===== config.mk =====
export PLATFORM = sky130hd
export DESIGN_NAME = fcl_ctrl
export DESIGN_NICKNAME = d
export VERILOG_FILES = /design/src/hw/rtl/fcl_pkg.sv /design/src/hw/rtl/fcl_ctrl.sv
export SDC_FILE = /design/constraint.sdc
export NUM_CORES = 1
export LEC_CHECK = 0
export ABC_AREA = 1
export BUFFER_PORTS_ARGS = -buffer_cell sky130_fd_sc_hd__buf_2
export CORE_AREA = 2 2 39 41
export DETAILED_ROUTE_END_ITERATION = 16
export DIE_AREA = 0 0 41 43
export PLACE_DENSITY = 0.47
export SYNTH_ARGS = -nofsm -noshare
export SYNTH_HDL_FRONTEND = slang
export SYNTH_SLANG_ARGS = --single-unit

===== constraint.sdc =====
create_clock -name clk -period 2.5 [get_ports clk]
set_input_delay 0.5 -clock clk [delete_from_list [all_inputs] [get_ports clk]]
set_output_delay 0.5 -clock clk [all_outputs]
set_load 0.02 [all_outputs]

===== src/hw/rtl/fcl_pkg.sv =====
// Shared types, codes and defaults for the fully connected layer.
`timescale 1ns / 1ps
package fcl_pkg;

	localparam int MAX_IN_DEF    = 256;
	localparam int MAX_OUT_DEF   = 64;
	localparam int DATA_BITS_DEF = 16;

	localparam int REG_IDX_W  = 2;
	localparam int CFG_DATA_W = 9;

	localparam logic [REG_IDX_W-1:0] REG_IN_COUNT    = 2'd0;
	localparam logic [REG_IDX_W-1:0] REG_OUT_COUNT   = 2'd1;
	localparam logic [REG_IDX_W-1:0] REG_BIAS_ENABLE = 2'd2;

	localparam logic [8:0] IN_COUNT_RST    = 9'd256;
	localparam logic [6:0] OUT_COUNT_RST   = 7'd64;
	localparam logic       BIAS_ENABLE_RST = 1'b1;

	localparam logic [1:0] OP_WEIGHT  = 2'd0;
	localparam logic [1:0] OP_BIAS    = 2'd1;
	localparam logic [1:0] OP_FEATURE = 2'd2;

	typedef struct packed {
		logic [1:0]         operation;
		logic [13:0]        address;
		logic signed [31:0] data_word;
		logic               row_end;
	} item_t;

	typedef struct packed {
		logic signed [31:0] result_value;
		logic [5:0]         result_index;
		logic               last_of_row;
		logic               length_error;
	} result_t;

	typedef enum logic [2:0] {
		ST_IDLE,
		ST_BIAS,
		ST_MAC,
		ST_DRAIN,
		ST_EMIT,
		ST_ERR
	} state_t;

	typedef struct packed {
		logic start_row;
		logic bias_rd;
		logic issue;
		logic emit;
		logic emit_err;
	} cmd_t;

	typedef struct packed {
		logic feat_end;
		logic feat_ok;
		logic i_last;
		logic o_last;
		logic pipe_busy;
		logic out_free;
	} status_t;

endpackage


===== src/hw/rtl/fcl_ctrl.sv =====
// Row sequencer: walks outputs and inputs of one row through the shared MAC.
`timescale 1ns / 1ps
module fcl_ctrl (
	input  logic            clk,
	input  logic            arst_n,
	input  fcl_pkg::status_t status,
	output fcl_pkg::cmd_t    cmd,
	output logic            busy
);
	import fcl_pkg::*;

	state_t state_q;
	state_t state_d;

	always_ff @(posedge clk or negedge arst_n) begin
		if (!arst_n) begin
			state_q <= ST_IDLE;
		end else begin
			state_q <= state_d;
		end
	end

	always_comb begin
		state_d = state_q;
		unique case (state_q)
			ST_IDLE: begin
				if (status.feat_end) begin
					state_d = status.feat_ok ? ST_BIAS : ST_ERR;
				end
			end
			ST_BIAS: begin
				state_d = ST_MAC;
			end
			ST_MAC: begin
				if (status.i_last) begin
					state_d = ST_DRAIN;
				end
			end
			ST_DRAIN: begin
				if (!status.pipe_busy) begin
					state_d = ST_EMIT;
				end
			end
			ST_EMIT: begin
				if (status.out_free) begin
					state_d = status.o_last ? ST_IDLE : ST_BIAS;
				end
			end
			ST_ERR: begin
				if (status.out_free) begin
					state_d = ST_IDLE;
				end
			end
			default: begin
				state_d = ST_IDLE;
			end
		endcase
	end

	always_comb begin
		cmd  = '0;
		busy = 1'b1;
		unique case (state_q)
			ST_IDLE: begin
				busy          = 1'b0;
				cmd.start_row = status.feat_end && status.feat_ok;
			end
			ST_BIAS: begin
				cmd.bias_rd = 1'b1;
			end
			ST_MAC: begin
				cmd.issue = 1'b1;
			end
			ST_DRAIN: begin
			end
			ST_EMIT: begin
				cmd.emit = status.out_free;
			end
			ST_ERR: begin
				cmd.emit_err = status.out_free;
			end
			default: begin
			end
		endcase
	end

endmodule


Word level (Yosys, flattened, before mapping):

Index checks and enable logic that the tools add are counted.

* word-level logic and storage cells: 28
* input bits: 8
* output and inout bits: 6
* register bits after elaboration: 3

* reductions and logical operators: 3
* equality and inequality tests: 10
* mux-type cells: 14

Operators by type and width (number)
* 3-bit two-way mux: 6
* 3-bit case mux with 6 select lines: 1
* 2-bit inequality test, second input constant: 5
* 1-bit two-way mux: 7
* 3-bit by 2-bit == test with 1-bit output, second input constant: 2
* 3-bit == test, second input constant: 2
* 5-bit AND reduction: 1
* 3-bit by 1-bit == test with 1-bit output, second input constant: 1
* 3-bit logical NOT: 1
* 1-bit logical AND: 1

Longest topological paths before layout:

* depth after elaboration: 3
* depth in mapped cells: 7
* mapped depth without buffers: 6

Worst setup path before layout:

Ideal clock, no wire load.

* path kind: reg2out
* start: register state_q[0]
* end: output port cmd[1] in the netlist's numbering
* buffers on the path: 1
* cell stages (with the launch flop): 3
* arrival: 1.214 ns
* required time: 2.000 ns
* path slack: 0.786 ns
* cell sequence: dfrtp_1 -> buf_6 -> nor4_1

RTL lines
* start: declaration: RTL line fcl_ctrl.sv:12 `state_t state_q;`
* start signal: assignment: RTL line fcl_ctrl.sv:19 `state_q <= state_d;`
* end: declaration: RTL line fcl_ctrl.sv:7 `output fcl_pkg::cmd_t cmd,`

==> flow_summary.json <==
{
  "path_cells": "nor4_1, buf_2",
  "finalSetupTns_ns": 0,
  "routed_wl_um": 636,
  "dp.cells": 69,
  "wl_per_cell_um": 8.71,
  "nNetsFinal": 66,
  "final_cell_mix": "buf_2, nand2_1, inv_1, nand3_1",
  "slew_viol_final": 0,
  "crit_buf_inv": 1,
  "slowest_stage": "dfrtp_1",
  "dr.pass1.iters": 2,
  "fmax_mhz": 582,
  "area_growth_pct": 31.3,
  "yosysSeqAreaShare": 0.264,
  "cts-root-buf": "clkbuf_4",
  "critPathLaunchType": "register",
  "cts_buffers": 3,
  "clk_path_buf_depth": 2,
  "ant_nets": 0,
  "netSwitchingFraction": 0.511,
  "pwr-share-clk": 0.178,
  "holdCritPathClass": "input pin to async pin",
  "power_density_nw_per_um2": 1270,
  "p_leak_nw": 0.228,
  "drcViolationCount": 0,
  "arrival_ns": 1.22,
  "coreArea_um2": 1380,
  "p_comb_frac": 0.554,
  "place.gp.congestion": 0.676,
  "grt_pass1_wl_um": 1010,
  "cts_tree": "done",
  "drive_above_1_share": 0.421,
  "ir_drop_v": 0.000226,
  "relSlewSlack": 0.779,
  "ios": 14,
  "die_h_um": 43,
  "layout_commonest_cell": "buf_2",
  "initial_core_util": 0.205,
  "numPortBuffers": 13,
  "cp.depth": 2,
  "rr_worst_depth": 6,
  "largestRegisters": "state_q: 3 flops",
  "cts_num_sinks": 3,
  "hold_violations": 0,
  "synth.distinct_cells": 17,
  "path_max_fanout": 9,
  "drt_iter0_markers": 1,
  "row_count": 14,
  "syn_area_um2": 284,
  "clock_latency_ns": 0.23,
  "layout.cells.non_filler": 73,
  "synth_warnings": 0,
  "seqPwrFrac": 0.268,
  "grt_pass1_vias": 250,
  "period_minus_slack_ns": 1.72,
  "required_ns": 2.00,
  "worstMarginPinSlew_ns": 0.332,
  "postCtsResizedCells": 0,
  "crit_type": "register to primary output",
  "grt_remaining_overflow": 0,
  "ys_ff_latch": 3,
  "grt_max_degree": 10,
  "grt_usage": 0.0876,
  "synthesis.nets": 50,
  "switchingPower_uw": 243,
  "grt_setup_unrepaired": "false",
  "drv_cap": 0,
  "die_width_um": 41,
  "dp_hpwl_um": 508,
  "fin_skew_ns": 0.00291,
  "placed_area_um2": 347,
  "setup-violations-final": 0,
  "num_antenna_cells": 0,
  "via_per_inst": 4.10,
  "finalCritPeriodShare": 0.687,
  "syn_avg_cell_area_um2": 6.76,
  "htree_levels": 1,
  "antenna_found_initial": 0,
  "regMostFlops": "state_q",
  "status": "complete, no violations",
  "crit_family": "flip-flops",
  "postLayoutCellArea_um2": 373,
  "vias": 299,
  "largest_reg_flops": 3,
  "p_int_uw": 232,
  "die_area_um2": 1760,
  "synthCells": 42,
  "post-cts-setup-buffers": 0,
  "clk_pin_slew_worst_paths_ns": 0.04,
  "postCtsHoldBufs": 0,
  "worstSetupEndpointType": "primary output",
  "critPathMaxStageDelay_ns": 0.49
}
## power groups by stage
| stage | clock network (mW) | registers, mW | logic (mW) |
|---|---|---|---|
| floorplan | 0 | 0.0859 | 0.270 |
| global placement | 0 | 0.127 | 0.267 |
| detailed placement | 0 | 0.128 | 0.267 |
| CTS | 0.0861 | 0.128 | 0.269 |
| global route | 0.0935 | 0.134 | 0.302 |
| finish | 0.0845 | 0.127 | 0.263 |
## final cells by class
cell class,count,area (um^2)
Tap cell,16,20.0
Inverter,7,26.3
Timing Repair Buffer,13,65.1
Multi-Input combinational cell,30,160
Fill cell,170,1010
Sequential cell,3,75.1
Clock buffer,4,26.3
## per-stage QoR
stage	hold WS (ns)	worst slack [ns]	util	power, mW
floorplan	0.204	0.786	-	0.356
CTS	0.0511	0.774	0.269	0.483
detailed placement	0.296	1.02	0.250	0.395
global placement	0.297	1.02	0.250	0.394
finish	0.0518	0.782	0.269	0.475
global route	0.0438	0.676	0.269	0.529
## cells in the mapped netlist, drive strengths merged
cell,n,area share
dfrtp,3,0.26
nor3,1,0.018
o21ai,2,0.035
nor4,1,0.022
nand3,5,0.088
nand3b,1,0.040
nand2,13,0.19
nor2,5,0.13
inv,7,0.093
buf,2,0.079
or2,1,0.022
nand4,1,0.022
## cell families after synthesis
kind of cell,Yosys count,synth area share
buffers and inverters,9,0.172
DFF,3,0.264
AOI/OAI and AO/OA,2,0.0352
and+or+nand+nor,28,0.529
## per-layer routing
layer,global-route usage,part of all wire
met1,0.117,0.46
met2,0.122,0.45
met3,0.0157,0.068
met4,0.0600,0.027
met5,0,0
## worst paths after layout
kind,startpoint,endpoint,slack (ns)
min in group clk,status[4],state_q[2],0.59
worst max register to register,state_q[0],state_q[2],1.33
worst max-delay path,state_q[0],cmd[1],0.78
max in group asynchronous,arst_n,state_q[2],2.34
worst min-delay path,arst_n,state_q[1],0.05
worst min register to register,state_q[2],state_q[2],0.68
No activity file was read; power rests on OpenSTA's default activity.
